$ cat config.mk
export PLATFORM = sky130hd
export DESIGN_NAME = dap_mac
export DESIGN_NICKNAME = d
export VERILOG_FILES = /design/src/dihedral_angle_from_positions_macros.svh /design/src/dap_pkg.sv /design/src/dap_mac.sv
export SDC_FILE = /design/constraint.sdc
export NUM_CORES = 2
export LEC_CHECK = 0
export BUFFER_PORTS_ARGS = -buffer_cell sky130_fd_sc_hd__buf_2
export CAP_MARGIN = 20
export CELL_PAD_IN_SITES_DETAIL_PLACEMENT = 1
export CELL_PAD_IN_SITES_GLOBAL_PLACEMENT = 2
export CORE_MARGIN = 5
export CORE_UTILIZATION = 45
export CTS_BUF_LIST = sky130_fd_sc_hd__clkbuf_8
export DETAILED_ROUTE_END_ITERATION = 16
export PLACE_DENSITY = 0.93
export SYNTH_ARGS = -nofsm -noshare
export SYNTH_HDL_FRONTEND = slang
export SYNTH_SLANG_ARGS = --single-unit
$ cat constraint.sdc
create_clock -name clk -period 16.6 [get_ports clk]
set_input_delay 1.66 -clock clk [delete_from_list [all_inputs] [get_ports clk]]
set_output_delay 1.66 -clock clk [all_outputs]
set_load 0.03 [all_outputs]
$ cat src/dihedral_angle_from_positions_macros.svh
// ---------------------------------------------------------------------------
// Dihedral angle unit: assertion macros
// Shared concurrent assertion forms, clocked on clk, off during reset.
// ---------------------------------------------------------------------------
`ifndef DIHEDRAL_ANGLE_FROM_POSITIONS_MACROS_SVH
`define DIHEDRAL_ANGLE_FROM_POSITIONS_MACROS_SVH

// same-cycle implication
`define DAP_ASSERT_IMP(lbl, ante, cons) \
	lbl: assert property (@(posedge clk) disable iff (!arst_n) (ante) |-> (cons)) \
		else $error("dihedral unit check failed");

// next-cycle implication
`define DAP_ASSERT_NXT(lbl, ante, cons) \
	lbl: assert property (@(posedge clk) disable iff (!arst_n) (ante) |=> (cons)) \
		else $error("dihedral unit check failed");

`endif

$ cat src/dap_pkg.sv
// ---------------------------------------------------------------------------
// Dihedral angle unit: package
// Widths, micro-op types and the CORDIC arctangent table.
// ---------------------------------------------------------------------------
`default_nettype none

package dap_pkg;

	localparam int ATOM_COUNT = 256;
	localparam int ATOM_W     = $clog2(ATOM_COUNT);
	localparam int IDX_W      = 8;
	localparam int COORD_W    = 32;
	localparam int DIFF_W     = COORD_W + 1;
	localparam int VEC_W      = 21;
	localparam int T_W        = 42;
	localparam int MUL_A_W    = 45;
	localparam int MUL_B_W    = 23;
	localparam int PROD_W     = MUL_A_W + MUL_B_W;
	localparam int CHUNK_W    = 22;
	localparam int ACC_W      = 96;
	localparam int LEN_W      = 42;
	localparam int DS_W       = 64;
	localparam int RAD_W      = 64;
	localparam int ROOT_W     = 32;
	localparam int CORD_BITS  = 30;
	localparam int CORD_STEPS = 30;
	localparam int CX_W       = 33;
	localparam int CZ_W       = 32;
	localparam int ANG_W      = 23;
	localparam int DEG_W      = 25;
	localparam int DEG90_Q24  = 1509949440;
	localparam int DEG180_Q16 = 11796480;

	typedef enum logic [3:0] {
		DST_NONE, DST_T0X, DST_T0Y, DST_T0Z, DST_T1X, DST_T1Y, DST_T1Z,
		DST_LEN, DST_CW, DST_DS, DST_SW
	} dest_t;

	typedef struct packed {
		logic                        valid;
		logic signed [MUL_A_W-1:0]   a;
		logic signed [MUL_B_W-1:0]   b;
		logic [1:0]                  k;
		logic                        neg;
		logic                        first;
		logic                        last;
		dest_t                       dest;
	} mac_op_t;

	typedef struct packed {
		logic                      valid;
		dest_t                     dest;
		logic signed [ACC_W-1:0]   value;
	} mac_res_t;

	// atan(2^-i) in degrees, Q.24
	function automatic logic [29:0] atan_q24(input logic [4:0] i);
		case (i)
			5'd0:  return 30'd754974720;
			5'd1:  return 30'd445687602;
			5'd2:  return 30'd235489088;
			5'd3:  return 30'd119537938;
			5'd4:  return 30'd60000934;
			5'd5:  return 30'd30029717;
			5'd6:  return 30'd15018523;
			5'd7:  return 30'd7509720;
			5'd8:  return 30'd3754917;
			5'd9:  return 30'd1877466;
			5'd10: return 30'd938734;
			5'd11: return 30'd469367;
			5'd12: return 30'd234684;
			5'd13: return 30'd117342;
			5'd14: return 30'd58671;
			5'd15: return 30'd29335;
			5'd16: return 30'd14668;
			5'd17: return 30'd7334;
			5'd18: return 30'd3667;
			5'd19: return 30'd1833;
			5'd20: return 30'd917;
			5'd21: return 30'd458;
			5'd22: return 30'd229;
			5'd23: return 30'd115;
			5'd24: return 30'd57;
			5'd25: return 30'd29;
			5'd26: return 30'd14;
			5'd27: return 30'd7;
			5'd28: return 30'd4;
			5'd29: return 30'd2;
			default: return 30'd0;
		endcase
	endfunction

endpackage

`default_nettype wire

$ cat src/dap_mac.sv
// ---------------------------------------------------------------------------
// Dihedral angle unit: shared multiply-accumulate
// Registered 45x23 product, then a shifted add into a 96-bit accumulator.
// ---------------------------------------------------------------------------
`default_nettype none

module dap_mac (
	input  wire logic              clk,
	input  wire logic              arst_n,
	input  wire dap_pkg::mac_op_t  op,
	output dap_pkg::mac_res_t      res
);

	logic signed [dap_pkg::PROD_W-1:0] prod_s1;
	logic                              valid_s1;
	logic [1:0]                        k_s1;
	logic                              neg_s1;
	logic                              first_s1;
	logic                              last_s1;
	dap_pkg::dest_t                    dest_s1;
	logic signed [dap_pkg::ACC_W-1:0]  acc_q;
	logic signed [dap_pkg::ACC_W-1:0]  ext;
	logic signed [dap_pkg::ACC_W-1:0]  shifted;
	logic signed [dap_pkg::ACC_W-1:0]  addend;
	logic signed [dap_pkg::ACC_W-1:0]  sum;

	always_ff @(posedge clk or negedge arst_n) begin
		if (!arst_n) begin
			valid_s1 <= 1'b0;
		end else begin
			valid_s1 <= op.valid;
		end
	end

	always_ff @(posedge clk) begin
		prod_s1  <= op.a * op.b;
		k_s1     <= op.k;
		neg_s1   <= op.neg;
		first_s1 <= op.first;
		last_s1  <= op.last;
		dest_s1  <= op.dest;
		if (valid_s1) begin
			acc_q <= sum;
		end
	end

	always_comb begin
		ext = dap_pkg::ACC_W'(prod_s1);
		case (k_s1)
			2'd0:    shifted = ext;
			2'd1:    shifted = ext <<< dap_pkg::CHUNK_W;
			2'd2:    shifted = ext <<< (2 * dap_pkg::CHUNK_W);
			default: shifted = ext;
		endcase
		addend = neg_s1 ? -shifted : shifted;
		sum    = (first_s1 ? '0 : acc_q) + addend;
	end

	assign res.valid = valid_s1 && last_s1;
	assign res.dest  = dest_s1;
	assign res.value = sum;

endmodule

`default_nettype wire

==> metrics.cfg <==
[synthesis]
synth_edf_count=96
yosys_warnings=0
synthCells=5727
synth-seq-area-share_pct=8.95
syn_area_sq_um=49700
async_flop_share_pct=0.575
syn_nets=7102
ys_types=78
synthFlopType=edfxtp_1
avgSynthCellArea_sq_um=8.68
ys_seq_elements=174

[clocking]
cts.path.max_buffers=2
cts_resized=0
clkTransAtPathRegs_ns=0.11
hold_buffers=0
cts_tree=built
cts_buffers=17
worstSkewPairLatency_ns=0.54
numClockSinks=174
cts_setup_buffers=0
cts_root_buffer=clkbuf_8
cts-htree-levels=4

[critical_path]
crit_slowest_cell=buf_4
slowest_delay_ns=0.71
worstPathArrival_ns=8.88
ff2ff_path_depth=24
endpoint_kind=primary output
cp-startpoint=k_s1[0]
timing.rr.start=k_s1[0]
path_buf_inv=5
crit_family=compound AO/OA/AOI/OAI gates
path_max_fanout=95
critPathKind=reg -> out
critical_path.reg2reg.endpoint=acc_q[83]
cp.required_ns=14.94
r2r_slack_ns=8.28
startpoint_type=register

[sta]
hold_violations=0
slew_viol_final=0
relSlewSlack_pct=24.4
min_period_ns=10.54
finalCritPeriodShare_pct=63.5
rsz0062_at_grt=false
setup_tns_ns=0
max_freq_mhz=94.9
worst_pin_slew_ns=1.13
clock-skew-final_ns=0.0348
finalSetupViolations=0

[global_routing]
gr-total-overflow=0
antenna_found_initial=9
grt_pass1_vias=45300
grt_util_all_layers_pct=28.8
grt_pass1_wl_um=264000
grt_start_max_net_pins=96

[placed_design]
io_buffers=180
hpwlAfterDp_um=134000
gp_congestion=0.923

[drt]
ant_nets=0
viasPerCell=5.62
met1Wirelength_um=70200
firstDrtPassIters=6
wire_per_inst_um=23.4
drc=0
wirelength_um=166000
drt-initial-drc-count=2910
dr_wl_met2_um=80900
wl_met3_um=10900
vias=40100
highest_layer=met4

[hold_path]
min_to=acc_q[0]
hold_path_depth=2
hold_path.class=reg -> reg
hold_start=acc_q[0]

[flow_run]
maxCapViolCount=0

[floorplan]
start_util_pct=45.1
num_rows=122
die-area_sq_um=117000
die_y_um=342
coreArea_sq_um=110000
die-width_um=342
ios=181

[finish]
nets=6994
fillers=13100
drive_above_1_share_pct=4.65
area_growth_pct=4.29

[status]
outcome=finished clean

[registers in the layout, summed over array words and instances, names as in the netlist]
signal	count
k_s1	2
neg_s1	1
acc_q	96
first_s1	1
prod_s1	68
dest_s1	4
valid_s1	1
last_s1	1
[cells in the mapped netlist, types with 29 or more instances]
cell / number / area (sq um)
nand4_1: 45 / 282
and2_1: 403 / 2520
a21oi_1: 211 / 1060
a21o_1: 89 / 668
a31oi_1: 29 / 181
xor2_1: 94 / 823
buf_1: 47 / 176
inv_1: 1140 / 4280
xnor2_1: 156 / 1370
dfxtp_1: 77 / 1540
nand2_1: 794 / 2980
o21ai_0: 171 / 856
nor3_1: 47 / 235
nor2_1: 166 / 623
ha_1: 267 / 3340
a221oi_1: 36 / 315
nor2b_1: 112 / 701
edfxtp_1: 96 / 2880
o21bai_1: 33 / 248
clkbuf_1: 275 / 1030
nand3_1: 58 / 290
fa_1: 1028 / 20600
nand2b_1: 34 / 213
[layout by cell type, fill, tap and decap left out, drive strengths merged, types with 29 or more instances in the layout]
cell    instances
fa           1028
nor2          166
and2          403
xnor2         156
nor2b         112
xor2           94
nand2b         34
o21ai         186
nand3          58
ha            267
a31oi          29
a21o           89
inv          1145
edfxtp         96
nand4          45
o21bai         33
buf           200
nor3           47
nand2         794
dfxtp          77
a21oi         211
a221oi         36
[per-stage QoR]
step	utilization (%)	cells	setup WS, ns	area, sq um	hold slack (ns)
final	47.0	7130	6.06	51800	0.780
after global routing	47.0	7121	5.37	51800	0.835
after CTS	47.0	7118	6.03	51800	0.797
after detailed placement	46.6	7086	6.64	51400	0.765
after global placement	46.6	7086	6.59	51400	0.736
after floorplan	-	5727	6.69	49700	0.900
[per-layer routing]
metal / global-route usage [%] / vias to the layer above
li1: - / 17400
met1: 38.6 / 21000
met2: 49.5 / 1434
met3: 3.83 / 266
met4: 7.14 / 0
met5: 0 / -
[cell families (layout without fill, tap and decap cells)]
group           Yosys count  in the layout  share of synthesized area, %
simple gates           1760           1760                          17.2
compound gates          775            775                          10.1
buf+inv                1470           1375                          11.1
fa+ha+maj              1295           1295                          48.1
xor+xnor                250            250                          4.41
other cells               0             10                             0
flops                   174            174                          8.95
mux                       3              3                        0.0604
[how the worst max path moves through the flow]
stage,endpoint,slack [ns],cells past startpoint
final,res[83],6.06,25
after floorplan,res[83],6.69,33
after global routing,res[83],5.37,24
after global placement,res[83],6.59,24
after detailed placement,res[83],6.64,24
after CTS,res[83],6.03,24
[worst reg2reg max path, cell delays in order, from the launching register on]
cell            delay (ns)
dfxtp_1               0.36
inv_1                 0.07
ha_4                  0.43
buf_4                 0.72
nor2b_1               0.40
buf_4                 0.29
a211o_1               0.34
nor4_4                0.29
o2111ai_2             0.29
or3_4                 0.43
or2_1                 0.35
o21ai_0               0.51
xnor2_1               0.19
ha_1                  0.39
a21o_1                0.22
a221oi_1              0.30
o21a_1                0.20
nand2_1               0.09
a211oi_1              0.48
a2111oi_0             0.19
dlymetal6s2s_1        0.23
nor3b_1               0.42
o21ba_2               0.24
mux2i_1               0.08
a2111oi_0             0.53
[area by class of cell]
class,count,area (sq um),share of cell area (%)
Antenna cell,10,25.0,0.0483
Tap cell,1488,1860,3.59
Timing Repair Buffer,201,1080,2.08
Sequential cell,174,4460,8.60
Clock inverter,15,160,0.309
Inverter,1142,4290,8.27
Multi-Input combinational cell,4083,39700,76.7
Clock buffer,17,234,0.451
Power is not shown: default switching activity piles up to over one toggle a cycle in this logic, so the estimate is an artifact.
