<file path="src/dihedral_angle_from_positions_macros.svh">
// ---------------------------------------------------------------------------
// Dihedral angle unit: assertion macros
// Shared concurrent assertion forms, clocked on clk, off during reset.
// ---------------------------------------------------------------------------
`ifndef DIHEDRAL_ANGLE_FROM_POSITIONS_MACROS_SVH
`define DIHEDRAL_ANGLE_FROM_POSITIONS_MACROS_SVH

// same-cycle implication
`define DAP_ASSERT_IMP(lbl, ante, cons) \
	lbl: assert property (@(posedge clk) disable iff (!arst_n) (ante) |-> (cons)) \
		else $error("dihedral unit check failed");

// next-cycle implication
`define DAP_ASSERT_NXT(lbl, ante, cons) \
	lbl: assert property (@(posedge clk) disable iff (!arst_n) (ante) |=> (cons)) \
		else $error("dihedral unit check failed");

`endif

</file>
<file path="src/dap_pkg.sv">
// ---------------------------------------------------------------------------
// Dihedral angle unit: package
// Widths, micro-op types and the CORDIC arctangent table.
// ---------------------------------------------------------------------------
`default_nettype none

package dap_pkg;

	localparam int ATOM_COUNT = 256;
	localparam int ATOM_W     = $clog2(ATOM_COUNT);
	localparam int IDX_W      = 8;
	localparam int COORD_W    = 32;
	localparam int DIFF_W     = COORD_W + 1;
	localparam int VEC_W      = 21;
	localparam int T_W        = 42;
	localparam int MUL_A_W    = 45;
	localparam int MUL_B_W    = 23;
	localparam int PROD_W     = MUL_A_W + MUL_B_W;
	localparam int CHUNK_W    = 22;
	localparam int ACC_W      = 96;
	localparam int LEN_W      = 42;
	localparam int DS_W       = 64;
	localparam int RAD_W      = 64;
	localparam int ROOT_W     = 32;
	localparam int CORD_BITS  = 30;
	localparam int CORD_STEPS = 30;
	localparam int CX_W       = 33;
	localparam int CZ_W       = 32;
	localparam int ANG_W      = 23;
	localparam int DEG_W      = 25;
	localparam int DEG90_Q24  = 1509949440;
	localparam int DEG180_Q16 = 11796480;

	typedef enum logic [3:0] {
		DST_NONE, DST_T0X, DST_T0Y, DST_T0Z, DST_T1X, DST_T1Y, DST_T1Z,
		DST_LEN, DST_CW, DST_DS, DST_SW
	} dest_t;

	typedef struct packed {
		logic                        valid;
		logic signed [MUL_A_W-1:0]   a;
		logic signed [MUL_B_W-1:0]   b;
		logic [1:0]                  k;
		logic                        neg;
		logic                        first;
		logic                        last;
		dest_t                       dest;
	} mac_op_t;

	typedef struct packed {
		logic                      valid;
		dest_t                     dest;
		logic signed [ACC_W-1:0]   value;
	} mac_res_t;

	// atan(2^-i) in degrees, Q.24
	function automatic logic [29:0] atan_q24(input logic [4:0] i);
		case (i)
			5'd0:  return 30'd754974720;
			5'd1:  return 30'd445687602;
			5'd2:  return 30'd235489088;
			5'd3:  return 30'd119537938;
			5'd4:  return 30'd60000934;
			5'd5:  return 30'd30029717;
			5'd6:  return 30'd15018523;
			5'd7:  return 30'd7509720;
			5'd8:  return 30'd3754917;
			5'd9:  return 30'd1877466;
			5'd10: return 30'd938734;
			5'd11: return 30'd469367;
			5'd12: return 30'd234684;
			5'd13: return 30'd117342;
			5'd14: return 30'd58671;
			5'd15: return 30'd29335;
			5'd16: return 30'd14668;
			5'd17: return 30'd7334;
			5'd18: return 30'd3667;
			5'd19: return 30'd1833;
			5'd20: return 30'd917;
			5'd21: return 30'd458;
			5'd22: return 30'd229;
			5'd23: return 30'd115;
			5'd24: return 30'd57;
			5'd25: return 30'd29;
			5'd26: return 30'd14;
			5'd27: return 30'd7;
			5'd28: return 30'd4;
			5'd29: return 30'd2;
			default: return 30'd0;
		endcase
	endfunction

endpackage

`default_nettype wire

</file>
<file path="src/dap_isqrt.sv">
// ---------------------------------------------------------------------------
// Dihedral angle unit: integer square root
// Digit-by-digit floor square root, one result bit per cycle.
// ---------------------------------------------------------------------------
`default_nettype none

module dap_isqrt (
	input  wire logic                         clk,
	input  wire logic                         arst_n,
	input  wire logic                         start,
	input  wire logic [dap_pkg::RAD_W-1:0]    rad,
	output logic                              done,
	output logic [dap_pkg::ROOT_W-1:0]        root
);

	logic [dap_pkg::RAD_W-1:0]    rad_q;
	logic [33:0]                  rem_q;
	logic [dap_pkg::ROOT_W-1:0]   root_q;
	logic [4:0]                   cnt_q;
	logic                         busy_q;
	logic                         done_q;
	logic [35:0]                  rem2;
	logic [35:0]                  trial;
	logic                         take;

	assign rem2  = {rem_q, rad_q[dap_pkg::RAD_W-1 -: 2]};
	assign trial = {2'b00, root_q, 2'b01};
	assign take  = rem2 >= trial;

	always_ff @(posedge clk or negedge arst_n) begin
		if (!arst_n) begin
			busy_q <= 1'b0;
			done_q <= 1'b0;
			cnt_q  <= '0;
		end else begin
			done_q <= 1'b0;
			if (start) begin
				busy_q <= 1'b1;
				cnt_q  <= '0;
			end else if (busy_q) begin
				cnt_q <= cnt_q + 5'd1;
				if (cnt_q == 5'(dap_pkg::ROOT_W - 1)) begin
					busy_q <= 1'b0;
					done_q <= 1'b1;
				end
			end
		end
	end

	always_ff @(posedge clk) begin
		if (start) begin
			rad_q  <= rad;
			rem_q  <= '0;
			root_q <= '0;
		end else if (busy_q) begin
			rad_q  <= rad_q << 2;
			rem_q  <= take ? 34'(rem2 - trial) : 34'(rem2);
			root_q <= {root_q[dap_pkg::ROOT_W-2:0], take};
		end
	end

	assign done = done_q;
	assign root = root_q;

endmodule

`default_nettype wire

</file>
<file path="config.mk">
export PLATFORM = sky130hd
export DESIGN_NAME = dap_isqrt
export DESIGN_NICKNAME = d
export VERILOG_FILES = /design/src/dihedral_angle_from_positions_macros.svh /design/src/dap_pkg.sv /design/src/dap_isqrt.sv
export SDC_FILE = /design/constraint.sdc
export NUM_CORES = 1
export LEC_CHECK = 0
export ABC_AREA = 1
export BUFFER_PORTS_ARGS = -buffer_cell sky130_fd_sc_hd__buf_2
export CORE_MARGIN = 8
export CORE_UTILIZATION = 57
export CTS_BUF_LIST = sky130_fd_sc_hd__clkbuf_4 sky130_fd_sc_hd__clkbuf_8
export DETAILED_ROUTE_END_ITERATION = 10
export GPL_TIMING_DRIVEN = 0
export HOLD_SLACK_MARGIN = 0.1
export PLACE_DENSITY = 0.77
export SKIP_CTS_REPAIR_TIMING = 1
export SYNTH_ARGS = -nofsm -noshare
export SYNTH_HDL_FRONTEND = slang
export SYNTH_SLANG_ARGS = --single-unit
</file>
<file path="constraint.sdc">
create_clock -name clk -period 9.18 [get_ports clk]
set_clock_uncertainty 0.1 [all_clocks]
set_input_delay 1.836 -clock clk [delete_from_list [all_inputs] [get_ports clk]]
set_output_delay 1.836 -clock clk [all_outputs]
set_load 0.05 [all_outputs]
</file>
==> impl_metrics.csv <==
group,metric,value,unit
clocking,numCtsBuffers,17,
worst_setup_path,r2r-end,"rem_q[24]$_SDFFE_PP0P_",
drt,antenna_left,0,
outcome,status,"finished, final reports clean",
worst_setup_path,cpMaxStageDelayCell,"nor2_1",
timing,hold_violations,0,
run,cap_violations,0,
synth,synth_cells,1189,
place,place_ws,5.37,ns
grt,grt_use_total,0.248,
synth,yosys_warnings,0,
power_and_ir_drop,max-vdd-ir-drop,0.000165,V
clocking,cts_tree,"built",
final_layout,syn2layout_area_growth,13.5,%
clocking,cts.path.max_buffers,2,
die,die-area,18700,sq um
die,fp.coreArea,14400,sq um
synth,synth_seq_area_share,0.411,
worst_setup_path,cp-end-kind,"register",
drt,drc,0,
grt,first_global_vias,7643,
die,start_util,0.577,
place,portBuffers,98,
worst_setup_path,cp.arrival,3.68,ns
drt,drt_iter0_drc,496,
clocking,cts_root_buf,"clkbuf_8",
grt,grt_pass1_wl,36600,microns
drt,dr.pass1.iters,6,
hold_path,hold_end,"rem_q[33]$_SDFFE_PP0P_",
drt,via_per_inst,5.07,
worst_setup_path,path_class,"in -> reg",
clocking,cts.htree.levels,4,
timing,max_slew_margin,0.529,
timing,layout_setup_ws,5.77,ns
timing,fin_crit_sh,0.371,
drt,wirelength,22400,microns
clocking,clkTransAtPathRegs,0.08,ns
timing,min_period,3.41,ns
worst_setup_path,cp_max_fo,71,
timing,report.final.setup_viol,0,
place,dp.final_hpwl,17300,microns
worst_setup_path,critPathLaunchType,"input port",
timing,max_freq,293,MHz
worst_setup_path,path_cells,"clkbuf_1, nor2_1, clkinv_1, clkbuf_4, buf_16, o22ai_1",
power_and_ir_drop,total_leakage_power,0.00504,uW
final_layout,nFillCells,1388,
timing,whs,0.363,ns
timing,finalMaxSlewViolations,0,
final_layout,antenna_cells,0,
die,rows,44,
grt,grt_antenna_before_repair,0,
timing,tns,0,ns
synth,syn_nets,1292,
timing,worst_pin_slew,0.704,ns
synth,syn_area,8320,sq um
drt,drt-wirelength-per-cell,14.9,microns
grt,grt_max_degree,72,
timing,rsz0062_at_grt,"false",
hold_path,whs_path_depth,2,
synth,synth.ff_latch_count,137,
synth,syn_area_per_cell,7.00,sq um
clocking,clock_sinks,137,
hold_path,hp-class,"reg -> reg",
final_layout,nets,1410,
place,gp_congestion,0.977,
power_and_ir_drop,power,3040,uW
final_layout,final_util,0.654,
die,die_width,137,microns
die,die_h,137,microns
worst_setup_path,critPathMaxStageDelay,0.57,ns
grt,grt.overflow.total,0,
drt,vias,7629,
worst_setup_path,reg2reg_from,"root[25]$_SDFFE_PP0P_",
worst_setup_path,r2r_slack,6.69,ns
power_and_ir_drop,power.density,322,nW/um^2
hold_path,min_from,"rem_q[33]$_SDFFE_PP0P_",
clocking,worstSkewPairLatency,0.46,ns
synth,synth_cell_types,35,
worst_setup_path,worst_ep_required_time,9.45,ns
final_layout,drive_above_1_share,0.139,
worst_setup_path,r2r_cells,14,
die,ios,100,
==> registers in the layout, indices dropped and copies added (netlist names) <==
register	cells
root	32
cnt_q	5
done	1
rad_q	64
rem_q	34
busy_q	1
==> synth_stat cells (all sizes together) <==
| master | n | share of area |
|---|---|---|
| nand4 | 10 | 0.0075 |
| o21ai | 10 | 0.0060 |
| nor2 | 72 | 0.037 |
| nand2 | 567 | 0.26 |
| xor2 | 8 | 0.0084 |
| a22o | 1 | 0.0011 |
| ha | 36 | 0.054 |
| nor3 | 6 | 0.0036 |
| and2 | 1 | 0.00075 |
| clkinv | 1 | 0.00045 |
| nand3 | 61 | 0.042 |
| o21bai | 7 | 0.0063 |
| xnor2 | 7 | 0.0074 |
| o22ai | 31 | 0.023 |
| buf | 12 | 0.013 |
| edfxtp | 64 | 0.23 |
| and3 | 1 | 0.00075 |
| or2 | 1 | 0.00075 |
| nand3b | 17 | 0.022 |
| dfxtp | 66 | 0.16 |
| inv | 152 | 0.069 |
| dfrtp | 7 | 0.021 |
| clkbuf | 25 | 0.011 |
| a21oi | 26 | 0.016 |
==> how the worst max path moves through the flow <==
stage                     start                     end  slack, ns  cells after the start
final                     start   root[27]$_SDFFE_PP0P_       5.77                      6
after global routing      start   root[27]$_SDFFE_PP0P_       5.70                      6
after CTS                 start   root[27]$_SDFFE_PP0P_       5.83                      6
after detailed placement  start     rad_q[37]$_DFFE_PP_       5.37                      5
after global placement    start     rad_q[37]$_DFFE_PP_       3.37                      4
after floorplan           start  rad_q[0]$_SDFFCE_PN0P_       4.41                      4
==> layer usage <==
layer,GRT usage,wire length [microns],vias up
li1,-,-,3968
met5,0,0,-
met1,0.297,9980,3415
met4,0.0935,641,0
met3,0.0554,1170,40
met2,0.427,10600,206
==> worst max-delay path, delay by kind of cell <==
| family | cells | cell delay (ns) |
|---|---|---|
| AND/OR/NAND/NOR | 1 | 0.57 |
| buffers and inverters | 4 | 0.98 |
| AO/OA/AOI/OAI | 1 | 0.23 |
==> stage by stage <==
stage	area, sq um	cells
6_report	9440	1504
3_5_place_dp	9070	1472
4_1_cts	9440	1504
5_1_grt	9440	1504
3_3_place_gp	9040	1471
2_1_floorplan	8320	1189
==> final cells by class <==
cell class	instances	area, sq um	area share
multi-input combinational	862	4130	0.437
inverter	153	574	0.0608
sequential	137	3420	0.362
clock inverter	13	109	0.0115
buffer	37	203	0.0215
timing repair buffer	99	518	0.0549
tap	184	230	0.0244
clock buffer	19	262	0.0277
==> power by group <==
group | switching (uW) | leakage [uW] | internal (uW) | total [uW]
sequential | 57.4 | 0.00134 | 735 | 793
combinational | 1160 | 0.00353 | 612 | 1780
clock | 263 | 0.000177 | 208 | 471
==> kinds of logic after synthesis <==
logic type / share of synthesized area
AOI/OAI and AO/OA: 0.0528
xor gates and xnor gates: 0.0158
adders and majority gates: 0.0542
buffers and inverters: 0.0930
DFF: 0.411
and+or+nand+nor: 0.373
==> placed cells by master, fill, tap and decap left out, drive strengths merged, types with 8 or more instances in the layout <==
cell type | Yosys | final
dfxtp | 66 | 66
xor2 | 8 | 8
nor2 | 72 | 72
nand3b | 17 | 17
nand4 | 10 | 10
inv | 152 | 158
o22ai | 31 | 31
clkbuf | 25 | 44
a21oi | 26 | 26
nand3 | 61 | 61
buf | 12 | 111
ha | 36 | 36
edfxtp | 64 | 64
nand2 | 567 | 567
o21ai | 10 | 10
Note: power is estimated with default switching activity, not from simulation.
