<file path="src/dihedral_angle_from_positions_macros.svh">
// ---------------------------------------------------------------------------
// Dihedral angle unit: assertion macros
// Shared concurrent assertion forms, clocked on clk, off during reset.
// ---------------------------------------------------------------------------
`ifndef DIHEDRAL_ANGLE_FROM_POSITIONS_MACROS_SVH
`define DIHEDRAL_ANGLE_FROM_POSITIONS_MACROS_SVH

// same-cycle implication
`define DAP_ASSERT_IMP(lbl, ante, cons) \
	lbl: assert property (@(posedge clk) disable iff (!arst_n) (ante) |-> (cons)) \
		else $error("dihedral unit check failed");

// next-cycle implication
`define DAP_ASSERT_NXT(lbl, ante, cons) \
	lbl: assert property (@(posedge clk) disable iff (!arst_n) (ante) |=> (cons)) \
		else $error("dihedral unit check failed");

`endif

</file>
<file path="src/dap_pkg.sv">
// ---------------------------------------------------------------------------
// Dihedral angle unit: package
// Widths, micro-op types and the CORDIC arctangent table.
// ---------------------------------------------------------------------------
`default_nettype none

package dap_pkg;

	localparam int ATOM_COUNT = 256;
	localparam int ATOM_W     = $clog2(ATOM_COUNT);
	localparam int IDX_W      = 8;
	localparam int COORD_W    = 32;
	localparam int DIFF_W     = COORD_W + 1;
	localparam int VEC_W      = 21;
	localparam int T_W        = 42;
	localparam int MUL_A_W    = 45;
	localparam int MUL_B_W    = 23;
	localparam int PROD_W     = MUL_A_W + MUL_B_W;
	localparam int CHUNK_W    = 22;
	localparam int ACC_W      = 96;
	localparam int LEN_W      = 42;
	localparam int DS_W       = 64;
	localparam int RAD_W      = 64;
	localparam int ROOT_W     = 32;
	localparam int CORD_BITS  = 30;
	localparam int CORD_STEPS = 30;
	localparam int CX_W       = 33;
	localparam int CZ_W       = 32;
	localparam int ANG_W      = 23;
	localparam int DEG_W      = 25;
	localparam int DEG90_Q24  = 1509949440;
	localparam int DEG180_Q16 = 11796480;

	typedef enum logic [3:0] {
		DST_NONE, DST_T0X, DST_T0Y, DST_T0Z, DST_T1X, DST_T1Y, DST_T1Z,
		DST_LEN, DST_CW, DST_DS, DST_SW
	} dest_t;

	typedef struct packed {
		logic                        valid;
		logic signed [MUL_A_W-1:0]   a;
		logic signed [MUL_B_W-1:0]   b;
		logic [1:0]                  k;
		logic                        neg;
		logic                        first;
		logic                        last;
		dest_t                       dest;
	} mac_op_t;

	typedef struct packed {
		logic                      valid;
		dest_t                     dest;
		logic signed [ACC_W-1:0]   value;
	} mac_res_t;

	// atan(2^-i) in degrees, Q.24
	function automatic logic [29:0] atan_q24(input logic [4:0] i);
		case (i)
			5'd0:  return 30'd754974720;
			5'd1:  return 30'd445687602;
			5'd2:  return 30'd235489088;
			5'd3:  return 30'd119537938;
			5'd4:  return 30'd60000934;
			5'd5:  return 30'd30029717;
			5'd6:  return 30'd15018523;
			5'd7:  return 30'd7509720;
			5'd8:  return 30'd3754917;
			5'd9:  return 30'd1877466;
			5'd10: return 30'd938734;
			5'd11: return 30'd469367;
			5'd12: return 30'd234684;
			5'd13: return 30'd117342;
			5'd14: return 30'd58671;
			5'd15: return 30'd29335;
			5'd16: return 30'd14668;
			5'd17: return 30'd7334;
			5'd18: return 30'd3667;
			5'd19: return 30'd1833;
			5'd20: return 30'd917;
			5'd21: return 30'd458;
			5'd22: return 30'd229;
			5'd23: return 30'd115;
			5'd24: return 30'd57;
			5'd25: return 30'd29;
			5'd26: return 30'd14;
			5'd27: return 30'd7;
			5'd28: return 30'd4;
			5'd29: return 30'd2;
			default: return 30'd0;
		endcase
	endfunction

endpackage

`default_nettype wire

</file>
<file path="src/dap_cordic.sv">
// ---------------------------------------------------------------------------
// Dihedral angle unit: CORDIC arctangent
// Vectoring mode, one rotation per cycle, result in degrees Q.16, 0..90.
// ---------------------------------------------------------------------------
`default_nettype none

module dap_cordic (
	input  wire logic                              clk,
	input  wire logic                              arst_n,
	input  wire logic                              start,
	input  wire logic [dap_pkg::CORD_BITS-1:0]     x_in,
	input  wire logic [dap_pkg::CORD_BITS-1:0]     y_in,
	output logic                                   done,
	output logic [dap_pkg::ANG_W-1:0]              ang
);

	logic signed [dap_pkg::CX_W-1:0] x_q;
	logic signed [dap_pkg::CX_W-1:0] y_q;
	logic signed [dap_pkg::CZ_W-1:0] z_q;
	logic [4:0]                      i_q;
	logic                            busy_q;
	logic                            done_q;
	logic [dap_pkg::ANG_W-1:0]       ang_q;
	logic [dap_pkg::CX_W-1:0]        ymag;
	logic [dap_pkg::CX_W-1:0]        ysh;
	logic signed [dap_pkg::CX_W-1:0] ys;
	logic signed [dap_pkg::CX_W-1:0] xs;
	logic signed [dap_pkg::CZ_W-1:0] at;
	logic signed [dap_pkg::CZ_W-1:0] zc;
	logic signed [dap_pkg::CZ_W-1:0] zr;

	always_comb begin
		ymag = y_q[dap_pkg::CX_W-1] ? dap_pkg::CX_W'(-y_q) : dap_pkg::CX_W'(y_q);
		ysh  = ymag >> i_q;
		ys   = y_q[dap_pkg::CX_W-1] ? -$signed(ysh) : $signed(ysh);
		xs   = x_q >>> i_q;
		at   = $signed({2'b00, dap_pkg::atan_q24(i_q)});
		if (z_q < 0) begin
			zc = '0;
		end else if (z_q > dap_pkg::DEG90_Q24) begin
			zc = dap_pkg::CZ_W'(dap_pkg::DEG90_Q24);
		end else begin
			zc = z_q;
		end
		zr = zc + 32'sd128;
	end

	always_ff @(posedge clk or negedge arst_n) begin
		if (!arst_n) begin
			busy_q <= 1'b0;
			done_q <= 1'b0;
			i_q    <= '0;
		end else begin
			done_q <= 1'b0;
			if (start) begin
				busy_q <= 1'b1;
				i_q    <= '0;
			end else if (busy_q) begin
				i_q <= i_q + 5'd1;
				if (i_q == 5'(dap_pkg::CORD_STEPS - 1)) begin
					busy_q <= 1'b0;
					done_q <= 1'b1;
				end
			end
		end
	end

	always_ff @(posedge clk) begin
		if (start) begin
			x_q <= $signed({3'b000, x_in});
			y_q <= $signed({3'b000, y_in});
			z_q <= '0;
		end else if (busy_q) begin
			if (y_q > 0) begin
				x_q <= x_q + ys;
				y_q <= y_q - xs;
				z_q <= z_q + at;
			end else if (y_q < 0) begin
				x_q <= x_q - ys;
				y_q <= y_q + xs;
				z_q <= z_q - at;
			end
		end
		if (done_q) begin
			ang_q <= zr[30:8];
		end
	end

	assign done = done_q;
	assign ang  = done_q ? zr[30:8] : ang_q;

endmodule

`default_nettype wire
</file>
<file path="config.mk">
export PLATFORM = sky130hd
export DESIGN_NAME = dap_cordic
export DESIGN_NICKNAME = d
export VERILOG_FILES = /design/src/dihedral_angle_from_positions_macros.svh /design/src/dap_pkg.sv /design/src/dap_cordic.sv
export SDC_FILE = /design/constraint.sdc
export NUM_CORES = 1
export LEC_CHECK = 0
export ABC_AREA = 1
export BUFFER_PORTS_ARGS = -buffer_cell sky130_fd_sc_hd__buf_2
export CAP_MARGIN = 20
export CORE_ASPECT_RATIO = 1.2
export CORE_MARGIN = 2
export CORE_UTILIZATION = 64
export DETAILED_ROUTE_END_ITERATION = 12
export PLACE_DENSITY = 0.84
export SYNTH_ARGS = -nofsm -noshare
export SYNTH_HDL_FRONTEND = slang
export SYNTH_SLANG_ARGS = --single-unit
</file>
<file path="constraint.sdc">
create_clock -name clk -period 7.1 [get_ports clk]
set_input_delay 1.065 -clock clk [delete_from_list [all_inputs] [get_ports clk]]
set_output_delay 1.065 -clock clk [all_outputs]
set_load 0.02 [all_outputs]
</file>
==> flow_metrics.env <==
export IMPL_finalCritPeriodShare=0.9256
export IMPL_cts_sinks=128
export IMPL_period_needed_ns=6.572
export IMPL_critPathMaxFanout=5
export IMPL_worst_path_max_delay_cell="edfxtp_1"
export IMPL_final_setup_skew_ns=0.01551
export IMPL_grt_util_all_layers=0.4046
export IMPL_timing_critical_path_to_type="flop"
export IMPL_drv_slew=0
export IMPL_cts_root_buffer_cell="clkbuf_16"
export IMPL_path_class="reg2reg"
export IMPL_highest_signal_layer="met4"
export IMPL_area_growth_synth_to_final_pct=6.769
export IMPL_wl_per_cell_um=18.07
export IMPL_top_library_cells_by_usage_in_the_layout_fill_and_taps_aside="nand2_1 (843), nand3_1 (350), inv_1 (278)"
export IMPL_largest_net_degree_at_the_start_of_global_routing=84
export IMPL_insertedDiodeCount=0
export IMPL_synth_async_reset_ratio=0.05469
export IMPL_yosys_register_bits=128
export IMPL_mappedNetlistArea_um2=19060
export IMPL_drc_violation_total_after_the_first_tritonroute_iteration=2357
export IMPL_worst_r2r_path_depth=49
export IMPL_number_of_remaining_drc_errors=0
export IMPL_route_detailed_vias_per_inst=6.052
export IMPL_regToRegSetupSlack_ns=0.53
export IMPL_path_common_cell="nand2_1"
export IMPL_grt_overflow=0
export IMPL_multiInputGateArea_um2=14130
export IMPL_met2_wirelength_um=29620
export IMPL_critical_path_required_ns=7.45
export IMPL_core_area_um2=29440
export IMPL_io_pin_count=87
export IMPL_cts_tree="done"
export IMPL_worst_margin_slew_ns=0.9927
export IMPL_whs_ns=0.4404
export IMPL_initial_core_util=0.6473
export IMPL_first_global_vias=19655
export IMPL_wl_met1_um=24770
export IMPL_timing_critical_path_arrival_ns=6.92
export IMPL_placedCellCount=3503
export IMPL_synth_flop_cell="dfxtp_1"
export IMPL_result_of_the_run="complete, no violations"
export IMPL_slowest_delay_ns=0.42
export IMPL_yosysTopAreaCellShare=0.1662
export IMPL_placement_io_buffers=86
export IMPL_floorplan_rows=69
export IMPL_setup_violations_final=0
export IMPL_finalHoldViolCount=0
export IMPL_r2r_start="y_q[1]"
export IMPL_route_final_wire_length_um=63920
export IMPL_htreeDepth=4
export IMPL_synth_area_leader_cell="nand2_1"
export IMPL_register_area_um2=3203
export IMPL_worst_slew_margin_rel=0.3312
export IMPL_cts_path_max_buffers=2
export IMPL_synth_sequential_area_ratio=0.1678
export IMPL_synthesis_nets=3284
export IMPL_worst_setup_hold_path_clk_slew_ns=0.07
export IMPL_synthesis_instances=3108
export IMPL_rsz0062_at_grt="no"
export IMPL_global_route_wire_length_before_repair_um=100800
export IMPL_max_cap_viol_count=0
export IMPL_setup_tns_ns=0
export IMPL_gp_weighted_congestion=1.019
export IMPL_hold_buffers=0
export IMPL_die_height_um=193.0
export IMPL_cell_types_with_the_largest_area_share_after_synthesis="nand2_1 (17%), edfxtp_1 (9.5%), nand3_1 (9.2%)"
export IMPL_critical_path_capture_point="x_q[32]"
export IMPL_fmax_mhz=152.2
export IMPL_final_layout_size_suffix_gt1_frac=0.1401
export IMPL_critPathLaunch="y_q[1]"
export IMPL_met3WireLength_um=5533
export IMPL_capturing_point_of_the_worst_reg2reg_path="x_q[32]"
export IMPL_synthesis_yosys_warnings=0
export IMPL_synth_enable_flop_cells=60
export IMPL_fillers=2646
export IMPL_drt_pass1_iter_count=7
export IMPL_worst_setup_path_start_kind="flop"
export IMPL_layout_cells_most_common="nand2_1"
export IMPL_utilization=0.6911
export IMPL_tritoncts_buffers=17
export IMPL_route_vias_total=21406
export IMPL_design_final_nets=3310
export IMPL_initial_antenna_violation_count=0
export IMPL_ant_nets=0
export IMPL_yosys_cell_types=64
export IMPL_avgSynthCellArea_um2=6.132
export IMPL_clock_latency_ns=0.46
export IMPL_hold_path_class="in2async"
export IMPL_die_area_um2=31180
export IMPL_die_width_um=161.5
export IMPL_detailed_place_hpwl_um=49300
export IMPL_layout_cells_non_filler=3537
## area by class of cell
cell class,instances,area share
tap,390,0.02398
inverter,310,0.05768
sequential,128,0.1574
clock inverter,13,0.005842
multi-input combinational,2550,0.6944
timing repair buffer,127,0.03886
clock buffer,19,0.02177
## flip-flops by register name, summed over array words and instances (netlist names)
register  cells
z_q          32
busy_q        1
i_q           5
done          1
y_q          33
ang_q        23
x_q          33
## synth_stat cells (20+ instances only)
library cell,n
nand2_1,844
nand3_1,350
inv_1,278
nor2_1,257
a21oi_1,177
o21ai_0,165
ha_1,110
xor2_1,104
nand2_2,73
dfxtp_1,61
edfxtp_1,60
nand3_2,46
o21ai_1,46
xnor2_1,45
or2_2,44
clkbuf_1,39
buf_2,36
nand4_1,27
inv_2,26
nor2_2,26
buf_4,25
o211ai_1,23
nor2_4,20
## layer usage
metal | vias up | global-route usage
met1 | 9665 | 0.4784
li1 | 10359 | -
met5 | - | 0
met2 | 1111 | 0.6897
met3 | 271 | 0.07422
met4 | 0 | 0.2359
## repair_timing
| action | CTS | global route |
|---|---|---|
| buffers inserted | 0 | 2 |
| gates resized for setup | 0 | 16 |
| setup endpoints to repair | 0 | 8 |
## worst min path at each step
stage,to,cells after the start,start
floorplan,z_q[6],2,z_q[6]
global placement,ang_q[0],2,ang_q[0]
detailed placement,ang_q[0],2,ang_q[0]
CTS,i_q[2],1,arst_n
global route,i_q[2],1,arst_n
finish,i_q[2],1,arst_n
## critical path: cells and delay by family, from the launching register on
family          cells  cell delay [ns]
flops               1             0.42
simple gates       30             3.22
buf+inv             7             0.57
compound gates      6             0.92
xor+xnor            3             0.57
fa+ha+maj           3             0.77
## through the flow
| stage | cell area (um^2) | setup slack, ns |
|---|---|---|
| floorplan | 19060 | 1.477 |
| global placement | 19720 | 0.5440 |
| detailed placement | 19720 | 0.3128 |
| CTS | 20280 | 0.2649 |
| global route | 20350 | 0.01246 |
| finish | 20350 | 0.5282 |
## cells by family (layout without fill, tap and decap cells)
logic type                 after synthesis  count (layout)  synth area share
muxes                                   17              17          0.008929
xor gates and xnor gates               155             155           0.07419
DFF                                    128             128            0.1678
and+or+nand+nor                       1764            1764            0.4332
adders and majority gates              113             113           0.07537
buffers and inverters                  430             469           0.09382
AOI/OAI and AO/OA                      501             501            0.1467
Power is not shown: default switching activity piles up to over one toggle a cycle in this logic, so the estimate is an artifact.
